### src/sv/kbsf_pkg.sv
// Types and constants shared by the keyboard scancode FIFO modules.
package kbsf_pkg;

  localparam int FUNC_W     = 2;
  localparam int BYTE_W     = 8;
  localparam int CODE_W     = 7;
  localparam int PAGE_W     = 2;
  localparam int CFG_IDX_W  = 3;

  localparam int DEFAULT_FIFO_DEPTH = 64;

  localparam logic [BYTE_W-1:0] EMPTY_BYTE  = 8'hFF;
  localparam int                RELEASE_BIT = 7;

  localparam logic [CODE_W-1:0] CTRL_CODE_RST = 7'd29;
  localparam logic [CODE_W-1:0] ALT_CODE_RST  = 7'd56;
  localparam logic [CODE_W-1:0] F1_CODE_RST   = 7'd59;
  localparam logic [CODE_W-1:0] F2_CODE_RST   = 7'd60;
  localparam logic [CODE_W-1:0] F3_CODE_RST   = 7'd61;

  typedef enum logic [FUNC_W-1:0] {
    FUNC_SCAN  = 2'd0,
    FUNC_READ  = 2'd1,
    FUNC_CLEAR = 2'd2,
    FUNC_NONE  = 2'd3
  } func_t;

  typedef enum logic [CFG_IDX_W-1:0] {
    CFG_CTRL = 3'd0,
    CFG_ALT  = 3'd1,
    CFG_F1   = 3'd2,
    CFG_F2   = 3'd3,
    CFG_F3   = 3'd4
  } cfg_idx_t;

  typedef enum logic [PAGE_W-1:0] {
    PAGE_NONE = 2'd0,
    PAGE_1    = 2'd1,
    PAGE_2    = 2'd2,
    PAGE_3    = 2'd3
  } page_t;

  // Requests from the top level to the FIFO for one accepted item.
  typedef struct packed {
    logic push;
    logic read;
    logic clear;
  } fifo_req_t;

  // What the FIFO did with that item.
  typedef struct packed {
    logic popped;
    logic dropped;
  } fifo_stat_t;

  // Modifier state and page request after one item.
  typedef struct packed {
    page_t page;
    logic  ctrl_down;
    logic  alt_down;
  } keys_t;

endpackage

### src/sv/kbsf_keys.sv
// Key code registers, Ctrl and Alt flags and the video page decode.
module kbsf_keys (
  input  logic                          clk,
  input  logic                          rst,
  input  logic                          cfg_we,
  input  logic [kbsf_pkg::CFG_IDX_W-1:0] cfg_index,
  input  logic [kbsf_pkg::CODE_W-1:0]    cfg_data,
  input  logic                          scan_we,
  input  logic [kbsf_pkg::BYTE_W-1:0]    scan_byte,
  output kbsf_pkg::keys_t               keys
);
  import kbsf_pkg::*;

  logic [CODE_W-1:0] ctrl_code;
  logic [CODE_W-1:0] alt_code;
  logic [CODE_W-1:0] f1_code;
  logic [CODE_W-1:0] f2_code;
  logic [CODE_W-1:0] f3_code;
  logic              ctrl_held;
  logic              alt_held;
  logic              ctrl_held_next;
  logic              alt_held_next;
  logic [CODE_W-1:0] code;
  logic              is_release;

  assign code       = scan_byte[CODE_W-1:0];
  assign is_release = scan_byte[RELEASE_BIT];

  always_ff @(posedge clk) begin
    if (rst) begin
      ctrl_code <= CTRL_CODE_RST;
      alt_code  <= ALT_CODE_RST;
      f1_code   <= F1_CODE_RST;
      f2_code   <= F2_CODE_RST;
      f3_code   <= F3_CODE_RST;
    end else if (cfg_we) begin
      unique case (cfg_index)
        CFG_CTRL: ctrl_code <= cfg_data;
        CFG_ALT:  alt_code  <= cfg_data;
        CFG_F1:   f1_code   <= cfg_data;
        CFG_F2:   f2_code   <= cfg_data;
        CFG_F3:   f3_code   <= cfg_data;
        default: ;
      endcase
    end
  end

  // A make code sets a flag on a match, a release clears it.
  always_comb begin
    ctrl_held_next = ctrl_held;
    alt_held_next  = alt_held;
    if (scan_we) begin
      if (code == ctrl_code) ctrl_held_next = !is_release;
      if (code == alt_code)  alt_held_next  = !is_release;
    end
  end

  always_ff @(posedge clk) begin
    if (rst) begin
      ctrl_held <= 1'b0;
      alt_held  <= 1'b0;
    end else begin
      ctrl_held <= ctrl_held_next;
      alt_held  <= alt_held_next;
    end
  end

  // The highest matching page wins, and Ctrl counts as held once set.
  always_comb begin
    keys.page      = PAGE_NONE;
    keys.ctrl_down = ctrl_held_next;
    keys.alt_down  = alt_held_next;
    if (!is_release && ctrl_held_next) begin
      if (code == f3_code) begin
        keys.page = PAGE_3;
      end else if (code == f2_code) begin
        keys.page = PAGE_2;
      end else if (code == f1_code) begin
        keys.page = PAGE_1;
      end
    end
  end

endmodule

### src/sv/kbsf_fifo.sv
// Ring FIFO of scan codes with pointers, fill count and registered read data.
module kbsf_fifo #(
  parameter int FIFO_DEPTH = kbsf_pkg::DEFAULT_FIFO_DEPTH
) (
  input  logic                       clk,
  input  logic                       rst,
  input  kbsf_pkg::fifo_req_t        req,
  input  logic [kbsf_pkg::CODE_W-1:0] code,
  output kbsf_pkg::fifo_stat_t       stat,
  output logic [kbsf_pkg::BYTE_W-1:0] rd_data
);
  import kbsf_pkg::*;

  localparam int PTR_W = (FIFO_DEPTH > 1) ? $clog2(FIFO_DEPTH) : 1;
  localparam int CNT_W = $clog2(FIFO_DEPTH + 1);
  localparam logic [PTR_W-1:0] LAST_SLOT = PTR_W'(FIFO_DEPTH - 1);
  localparam logic [CNT_W-1:0] FULL_CNT  = CNT_W'(FIFO_DEPTH);

  logic [BYTE_W-1:0] mem [FIFO_DEPTH];
  logic [PTR_W-1:0]  write_ptr;
  logic [PTR_W-1:0]  read_ptr;
  logic [CNT_W-1:0]  fill_count;
  logic [PTR_W-1:0]  write_ptr_next;
  logic [PTR_W-1:0]  read_ptr_next;
  logic [CNT_W-1:0]  fill_count_next;
  logic              full;
  logic              empty;
  logic              do_write;

  assign full         = (fill_count == FULL_CNT);
  assign empty        = (fill_count == '0);
  assign do_write     = req.push && !full;
  assign stat.dropped = req.push && full;
  assign stat.popped  = req.read && !empty;

  always_comb begin
    write_ptr_next  = write_ptr;
    read_ptr_next   = read_ptr;
    fill_count_next = fill_count;
    if (req.clear) begin
      write_ptr_next  = '0;
      read_ptr_next   = '0;
      fill_count_next = '0;
    end else if (do_write) begin
      write_ptr_next  = (write_ptr == LAST_SLOT) ? '0 : write_ptr + 1'b1;
      fill_count_next = fill_count + 1'b1;
    end else if (stat.popped) begin
      read_ptr_next   = (read_ptr == LAST_SLOT) ? '0 : read_ptr + 1'b1;
      fill_count_next = fill_count - 1'b1;
    end
  end

  always_ff @(posedge clk) begin
    if (rst) begin
      write_ptr  <= '0;
      read_ptr   <= '0;
      fill_count <= '0;
    end else begin
      write_ptr  <= write_ptr_next;
      read_ptr   <= read_ptr_next;
      fill_count <= fill_count_next;
    end
  end

  always_ff @(posedge clk) begin
    if (do_write) begin
      mem[write_ptr] <= {1'b0, code};
    end
  end

  // Read data changes only with a read item, so it holds while the result waits.
  always_ff @(posedge clk) begin
    if (req.read) begin
      rd_data <= mem[read_ptr];
    end
  end

endmodule

### src/sv/keyboard_scancode_fifo_top.sv
// A result item is shown in the cycle after its input item is accepted.
// Throughput: one item per cycle; a waiting result blocks input only when it is stalled.
// The FIFO memory holds 64 entries by default and is read and written through one port each.
// Reset (rst, synchronous, active high) empties the FIFO, clears both flags and the
// result valid flag, and loads the default key codes; no memory clearing pass is needed.
module keyboard_scancode_fifo_top #(
  parameter int FIFO_DEPTH = kbsf_pkg::DEFAULT_FIFO_DEPTH
) (
  input  logic                            clk,
  input  logic                            rst,
  input  logic                            in_valid,
  output logic                            in_stall,
  input  logic [kbsf_pkg::FUNC_W-1:0]     func,
  input  logic [kbsf_pkg::BYTE_W-1:0]     scan_byte,
  input  logic                            page_matches,
  output logic                            out_valid,
  input  logic                            out_stall,
  output logic [kbsf_pkg::BYTE_W-1:0]     read_byte,
  output logic [kbsf_pkg::PAGE_W-1:0]     page_request,
  output logic                            dropped,
  output logic                            ctrl_down,
  output logic                            alt_down,
  input  logic                            cfg_valid,
  output logic                            cfg_ready,
  input  logic [kbsf_pkg::CFG_IDX_W-1:0]  cfg_index,
  input  logic [kbsf_pkg::CODE_W-1:0]     cfg_data
);
  import kbsf_pkg::*;

  logic       accept;
  logic       scan_we;
  fifo_req_t  req;
  fifo_stat_t stat;
  keys_t      keys;
  logic [BYTE_W-1:0] rd_data;

  // Result register contents. The popped byte itself sits in the FIFO's read register.
  logic       res_popped;
  page_t      res_page;
  logic       res_dropped;
  logic       res_ctrl;
  logic       res_alt;

  // Configuration writes are always taken; the user must keep the block idle whenever they arrive (no check).
  assign cfg_ready = 1'b1;

  // The result register frees up when it is empty or is being taken this cycle.
  assign in_stall = out_valid && out_stall;
  assign accept   = in_valid && !in_stall;

  // Only an accepted scan item may change the modifier flags; accepted scans, reads and clears may change the FIFO.
  assign scan_we   = accept && (func == FUNC_SCAN);
  assign req.push  = scan_we && !scan_byte[RELEASE_BIT];
  assign req.read  = accept && (func == FUNC_READ) && page_matches;
  assign req.clear = accept && (func == FUNC_CLEAR);

  kbsf_keys u_keys (
    .clk       (clk),
    .rst       (rst),
    .cfg_we    (cfg_valid && cfg_ready),
    .cfg_index (cfg_index),
    .cfg_data  (cfg_data),
    .scan_we   (scan_we),
    .scan_byte (scan_byte),
    .keys      (keys)
  );

  kbsf_fifo #(
    .FIFO_DEPTH (FIFO_DEPTH)
  ) u_fifo (
    .clk     (clk),
    .rst     (rst),
    .req     (req),
    .code    (scan_byte[CODE_W-1:0]),
    .stat    (stat),
    .rd_data (rd_data)
  );

  always_ff @(posedge clk) begin
    if (rst) begin
      out_valid <= 1'b0;
    end else if (accept) begin
      out_valid <= 1'b1;
    end else if (!out_stall) begin
      out_valid <= 1'b0;
    end
  end

  // Page requests only come from scan items; other functions report no page.
  always_ff @(posedge clk) begin
    if (accept) begin
      res_popped  <= stat.popped;
      res_page    <= scan_we ? keys.page : PAGE_NONE;
      res_dropped <= stat.dropped;
      res_ctrl    <= keys.ctrl_down;
      res_alt     <= keys.alt_down;
    end
  end

  // A read that popped nothing, and every non-read item, reports the empty byte.
  assign read_byte    = res_popped ? rd_data : EMPTY_BYTE;
  assign page_request = res_page;
  assign dropped      = res_dropped;
  assign ctrl_down    = res_ctrl;
  assign alt_down     = res_alt;

endmodule

### config.mk
export PLATFORM = sky130hd
export DESIGN_NAME = keyboard_scancode_fifo_top
export DESIGN_NICKNAME = d
export VERILOG_FILES = /design/src/sv/kbsf_pkg.sv /design/src/sv/kbsf_keys.sv /design/src/sv/kbsf_fifo.sv /design/src/sv/keyboard_scancode_fifo_top.sv
export SDC_FILE = /design/constraint.sdc
export NUM_CORES = 1
export LEC_CHECK = 0
export ABC_CLOCK_PERIOD_IN_PS = 6410
export BUFFER_PORTS_ARGS = -buffer_cell sky130_fd_sc_hd__clkbuf_2
export CORE_UTILIZATION = 55
export CTS_BUF_LIST = sky130_fd_sc_hd__clkbuf_8
export CTS_CLUSTER_DIAMETER = 30
export DETAILED_ROUTE_END_ITERATION = 8
export PLACE_DENSITY_LB_ADDON = 0.25
export SYNTH_ARGS = -nofsm -noshare
export SYNTH_HDL_FRONTEND = slang
export SYNTH_SLANG_ARGS = --single-unit
export TNS_END_PERCENT = 5
### constraint.sdc
create_clock -name clk -period 6.41 [get_ports clk]
set_input_delay 1.6025 -clock clk [delete_from_list [all_inputs] [get_ports clk]]
set_output_delay 1.6025 -clock clk [all_outputs]
set_load 0.005 [all_outputs]
# [After elaboration in Yosys (flattened, before gate mapping)]
# Memory sizes are Yosys's and may differ from the RTL's. A register that Yosys moved wholly into a read port is not among the register bits.
# Cells that the tools add are included.
[totals] regBits=71 input_bits=26 mem_count=1 output_inout_bits=16 ram_bits=448 wordCells=81
[mem_list] name="u_fifo.mem" words=64 width=7 rd=1 rd_clocked_by_memory_dff=1 write_ports=1 line="kbsf_fifo.sv:19" rtl="logic [BYTE_W-1:0] mem [FIFO_DEPTH];"
[classes] n_mux=16 n_addsub=4 n_reduce_logical=27 n_eq_ne=15 n_bitwise=1
[op_table] op="$eq A7 B7 Y1" count=5
[op_table] op="$mux W7" count=2
[op_table] op="$reduce_and A2 Y1" count=7
[op_table] op="$add A6 B1 Y6 const B" count=2
[op_table] op="$eq A6 B6 Y1 const B" count=2
[op_table] op="$mux W6" count=2
[op_table] op="$logic_and A1 B1 Y1" count=11
[op_table] op="$mux W1" count=9
[op_table] op="$mux W8" count=1
[op_table] op="$add A7 B1 Y7 const B" count=1
[op_table] op="$eq A7 B7 Y1 const B" count=1
[op_table] op="$logic_not A7 Y1" count=1
[op_table] op="$sub A7 B1 Y7 const B" count=1
[op_table] op="$eq A3 B2 Y1 const B" count=2
[op_table] op="$logic_not A1 Y1" count=4
[op_table] op="$mux W2" count=2
[op_table] op="$eq A3 B1 Y1 const B" count=1
[op_table] op="$eq A3 B3 Y1 const B" count=1
[op_table] op="$logic_not A3 Y1" count=1
[op_table] op="$eq A2 B1 Y1 const B" count=1
[op_table] op="$eq A2 B2 Y1 const B" count=1
[op_table] op="$logic_not A2 Y1" count=1
[op_table] op="$ne A2 B1 Y1 const B" count=1
[op_table] op="$reduce_bool A2 Y1" count=1
[op_table] op="other kinds (2)" count=2

# [Logic depth before layout (Yosys ltp)]
[logic_depth] word_depth=8 ltp_mapped=10

# [Cells and area by module]
# From an unflattened synthesis, not the netlist that was laid out.
[hier_totals] hier_cells=1211 hier_area_um2=21046.4
[by_module_without_submodules] module="kbsf_fifo" area_per_inst_um2=18795.5 n_inst=1 cells_per_inst=965
[by_module_without_submodules] module="kbsf_keys" area_per_inst_um2=1893.1 n_inst=1 cells_per_inst=216
[by_module_without_submodules] module="keyboard_scancode_fifo_top" area_per_inst_um2=357.8 n_inst=1 cells_per_inst=30

# [Worst setup path before layout]
# Ideal clock, no wire load.
[synth_path] path_kind="input to register" start="input in_valid" end="register u_fifo.fill_count[6]" required_time_ns=6.292 setup_ns=0.118 path_buffers=0 arrival_time_ns=3.976 stages=10 path_slack_ns=2.316 cell_sequence="a21boi_2 > nand4_1 > nor2_2 > inv_1 > fa_1 > a21o_1 > a21oi_1 > o21ai_0 > mux2_2 > mux2i_1"
[synth_between] elab_chain_cells=5 word_cells_on_any_way=11
[synth_rtl] item="from (decl)" line="keyboard_scancode_fifo_top.sv:11" rtl="input logic in_valid,"
[synth_rtl] item="$logic_and A1 B1 Y1 (*)" line="keyboard_scancode_fifo_top.sv:49" rtl="assign accept = in_valid && !in_stall;"
[synth_rtl] item="$logic_and A1 B1 Y1, on equally long branches" line="keyboard_scancode_fifo_top.sv:52, keyboard_scancode_fifo_top.sv:54"
[synth_rtl] item="$logic_and A1 B1 Y1, on equally long branches" line="keyboard_scancode_fifo_top.sv:53, keyboard_scancode_fifo_top.sv:54"
[synth_rtl] item="$logic_and A1 B1 Y1, on equally long branches" line="kbsf_fifo.sv:32, kbsf_fifo.sv:34"
[synth_rtl] item="$mux W7 or $reduce_bool A2 Y1 (tied branches)"
[synth_rtl] item="to (signal assigned)" line="kbsf_fifo.sv:61" rtl="fill_count <= fill_count_next;"
[synth_rtl] item="to (decl)" line="kbsf_fifo.sv:22" rtl="logic [CNT_W-1:0] fill_count;"
# Every way passes the cells marked *; elsewhere a longest branch is shown, timed or not.
# A chain may end at the register's enable or synchronous reset.

# [Worst setup path in the final report]
[layout_path] start="input in_valid" end="memory u_fifo.mem[54][4] in the netlist's numbering (enable)"
[layout_between] elab_chain_cells=6
[layout_rtl] item="$logic_and A1 B1 Y1" line="keyboard_scancode_fifo_top.sv:49"
[layout_rtl] item="net accept" line="keyboard_scancode_fifo_top.sv:30" rtl="logic accept;"
[layout_rtl] item="$logic_and A1 B1 Y1" line="keyboard_scancode_fifo_top.sv:52" rtl="assign scan_we = accept && (func == FUNC_SCAN);"
[layout_rtl] item="$logic_and A1 B1 Y1" line="keyboard_scancode_fifo_top.sv:53" rtl="assign req.push = scan_we && !scan_byte[RELEASE_BIT];"
[layout_rtl] item="$logic_and A1 B1 Y1" line="kbsf_fifo.sv:32" rtl="assign do_write = req.push && !full;"
[layout_rtl] item="$mux W1" line="kbsf_fifo.sv:66" rtl="if (do_write) begin"
[layout_rtl] item="$mux W1 (implied by the code)" line="kbsf_fifo.sv:67" rtl="mem[write_ptr] <= {1'b0, code};"
[layout_rtl] item="to (decl)" line="kbsf_fifo.sv:19"
# The timed path passes the listed nets, and every way through them passes these cells.

==> summary.md <==
## Routing
• post-detailed-route count of antenna-violating nets: 0
• number of detailed-routing iterations run before antenna repair: 5
• final wirelength: 45020 um
• routed wire length per instance: 24.35 um
• vias: 11100
• number of DRC violations after detailed routing: 0
• Via density: 6.001
• first-iteration detailed-routing DRC count: 910

## Die
• I/O pin cnt: 42
• placement row count: 70
• x dimension of the die: 196.5 um
• full die area: 0.03862 mm2
• starting density of the core: 0.5630
• Die H: 196.5 um
• core area: 0.03696 mm2

## STA
• final setup violating endpoints: 0
• Clock Skews: 39.09 ps
• Slew HR: 0.3071
• transition time at the pin with the least slew margin: 1037 ps
• number of hold violations in the final report: 0
• fmax: 233.3 MHz
• unrepaired setup endpoints after global routing: false
• minimum clock period after layout: 4286 ps
• total negative slack: 0 ps
• Final Cycle Share: 0.6686
• Final Slew Violations: 0

## Worst setup path
• Setup Crit Path Kind: primary input to flop
• Reg2Reg Depth: 5
• worst flop-to-flop path startpoint: out_valid$_SDFFE_PP0P_
• Required @ worst endpoint: 6680 ps
• CP Data Arrival Time: 4550 ps
• critical path startpoint category: primary input
• R2R Setup Slk: 2850 ps
• largest fanout on the critical path: 11
• startpoint of the worst setup timing path: in_valid
• RR Endpoint: u_fifo.mem[54][4]$_DFFE_PP_
• CP endpoint kind: flop

## Clock network
• register clock-pin slew on the reported worst setup and hold paths: 50 ps
• CTS HTree Levels: 3
• clock latency at the later pin of the worst-skew pair: 670 ps
• maximum buffer depth of the clock tree: 3
• clock tree from TritonCTS: built
• Inserted Clock Buffers: 95
• master cell of the clock root buffer: sky130_fd_sc_hd__clkbuf_8
• post-cts hold buffer count: 0
• postcts setup bufs: 0
• Sink Count: 518
• post_cts resized: 0

## Flow run
• max capacitance violation total: 0

## Global routing
• vias in the first global route: 11310
• pin count of the biggest net entering global routing: 67
• global-route usage over all layers: 0.2431
• antenna violations before repair: 4
• global-route wire length before repair: 68430 um
• Remaining Overflow, GRT: 0

## Power
• Pwr Total: 7213 uW
• total leakage power: 0.007548 uW
• power density normalized to cell area: 307.1 mW/mm2
• Worst IR Drop VDD: 286.3 uV

## Place
• routability-driven placement congestion ratio: 0.8305
• number of cells in the design after placement: 1673
• number of I/O port buffers: 40
• area post-placement: 0.02142 mm2
• DPL Wire Length: 27260 um

## Min path
• launch point of the worst hold path: u_keys.ctrl_code[1]$_SDFFE_PP0P_
• Worst Hold Path Cells: 2
• worst hold-check path type: flop to flop
• Hold Path End: u_keys.ctrl_code[1]$_SDFFE_PP0P_

## Finish
• Final nets: 1300
• most used cells in the layout excluding fill and tap cells: sky130_fd_sc_hd__edfxtp_1 (461), sky130_fd_sc_hd__nor2_1 (99), sky130_fd_sc_hd__clkbuf_8 (98), sky130_fd_sc_hd__mux4_2 (93), sky130_fd_sc_hd__nand2_1 (58)
• layout-stage area growth over the synthesis result: 12.87%
• most frequent standard cell in the layout excluding fill and tap cells: sky130_fd_sc_hd__edfxtp_1
• count of inserted antenna diode cells: 0
• final non-filler cell area: 0.02349 mm2
• fillcell total: 2586
• share of post-route cells with drive strength above 1: 0.2335
• final non-filler cell total: 1849

## Logic synthesis
• share of the yosys chip area belonging to registers: 0.7201
• net count of the mapped netlist: 1218
• post-synthesis average cell area: 17.58 um2
• Yosys warning total: 0
• Unique masters post-synth: 54
• post-synthesis register bit count: 518
• Syn Inst Count: 1184
• post-synth design cell area: 0.02081 mm2
• Post-synth EDFFs: 461
• primary flip-flop cell chosen by synthesis mapping: sky130_fd_sc_hd__edfxtp_1
• Async S/R FF share, synth: 0

## Outcome
• result of the run: complete, no violations

cells by family (layout without fill, tap and decap cells):
family | after synthesis | after routing | synth area share
XOR/XNOR | 46 | 46 | 0.01936
adder cells (fa/ha/maj) | 8 | 8 | 0.005171
multiplexers | 152 | 152 | 0.1354
flip-flops | 518 | 518 | 0.7201
AND/OR/NAND/NOR | 256 | 256 | 0.05904
AO/OA/AOI/OAI | 117 | 117 | 0.04095
other | 1 | 1 | 0.0001802
buffers and inverters | 86 | 247 | 0.01984
worst max-delay path by stage:
stage	endpoint	slack, ps	cells after the start
2_1_floorplan	u_fifo.fill_count[6]$_SDFFE_PP0P_	2320	10
3_3_place_gp	u_fifo.mem[62][4]$_DFFE_PP_	1710	6
4_1_cts	u_fifo.mem[54][0]$_DFFE_PP_	2200	6
3_5_place_dp	u_fifo.mem[54][4]$_DFFE_PP_	1510	6
5_1_grt	u_fifo.mem[54][3]$_DFFE_PP_	1980	6
6_report	u_fifo.mem[54][4]$_DFFE_PP_	2120	6
through the flow:
stage / hold WS, ps / utilization / setup slack, ps
global placement: 454.5 / 0.5795 / 1714
finish: 465.2 / 0.6355 / 2124
detailed placement: 459.8 / 0.5795 / 1508
floorplan: 448.1 / - / 2316
CTS: 467.0 / 0.6355 / 2200
global route: 483.4 / 0.6355 / 1980
where the power goes:
part           switching, uW  leakage, uW  internal (uW)  total, uW
registers               12.0      0.00461           3680       3700
clock network           1420      0.00109           1910       3330
logic                    125      0.00184           58.2        183
Yosys cell counts (8+ instances only):
library cell | instances | share of area
sky130_fd_sc_hd__edfxtp_1 | 461 | 0.67
sky130_fd_sc_hd__nor2_1 | 99 | 0.018
sky130_fd_sc_hd__mux4_2 | 93 | 0.10
sky130_fd_sc_hd__nand2_1 | 58 | 0.010
sky130_fd_sc_hd__dfxtp_1 | 57 | 0.055
sky130_fd_sc_hd__mux2i_1 | 49 | 0.024
sky130_fd_sc_hd__a21oi_1 | 38 | 0.0091
sky130_fd_sc_hd__clkbuf_1 | 36 | 0.0065
sky130_fd_sc_hd__xor2_1 | 28 | 0.012
sky130_fd_sc_hd__o221ai_1 | 25 | 0.011
sky130_fd_sc_hd__nand3b_1 | 20 | 0.0072
sky130_fd_sc_hd__xnor2_1 | 18 | 0.0076
sky130_fd_sc_hd__buf_2 | 17 | 0.0041
sky130_fd_sc_hd__inv_1 | 17 | 0.0031
sky130_fd_sc_hd__nand3_1 | 14 | 0.0034
sky130_fd_sc_hd__a211oi_1 | 12 | 0.0043
sky130_fd_sc_hd__nor2b_1 | 12 | 0.0036
sky130_fd_sc_hd__a211o_1 | 9 | 0.0038
sky130_fd_sc_hd__nand2b_1 | 9 | 0.0027
sky130_fd_sc_hd__a22oi_1 | 8 | 0.0029
sky130_fd_sc_hd__mux4_1 | 8 | 0.010
sky130_fd_sc_hd__or3_1 | 8 | 0.0024
critical path: stages:
cell and delay (ps):
sky130_fd_sc_hd__clkbuf_2 90, sky130_fd_sc_hd__a21boi_2 420, sky130_fd_sc_hd__nand4_1 350, sky130_fd_sc_hd__nor3_2 470
sky130_fd_sc_hd__nand3_1 780, sky130_fd_sc_hd__nor2_1 810
sequential cells by signal, indices dropped and copies added, names as in the netlist, 7 cells and up:
register and cells:
u_fifo.rd_data 7, u_fifo.mem 448, u_fifo.fill_count 7, u_keys.f2_code 7, u_keys.f1_code 7, u_keys.f3_code 7, u_keys.alt_code 7, u_keys.ctrl_code 7
layout make-up:
| cell class | count | area, um2 | area share |
|---|---|---|---|
| flip-flops and latches | 518 | 14990 | 0.6383 |
| multi-input cells | 580 | 5413 | 0.2304 |
| clock buffers | 98 | 1349 | 0.05743 |
| clock inverters | 78 | 720.7 | 0.03068 |
| well taps | 504 | 630.6 | 0.02685 |
| repair buffers | 54 | 317.8 | 0.01353 |
| inverters | 17 | 63.81 | 0.002717 |
metal layers:
metal,track usage,share of wire
met5,0,0.00058
met1,0.3347,0.42
met2,0.3798,0.48
met4,0.08015,0.021
met3,0.06554,0.083
No activity file was read; power rests on OpenSTA's default activity.
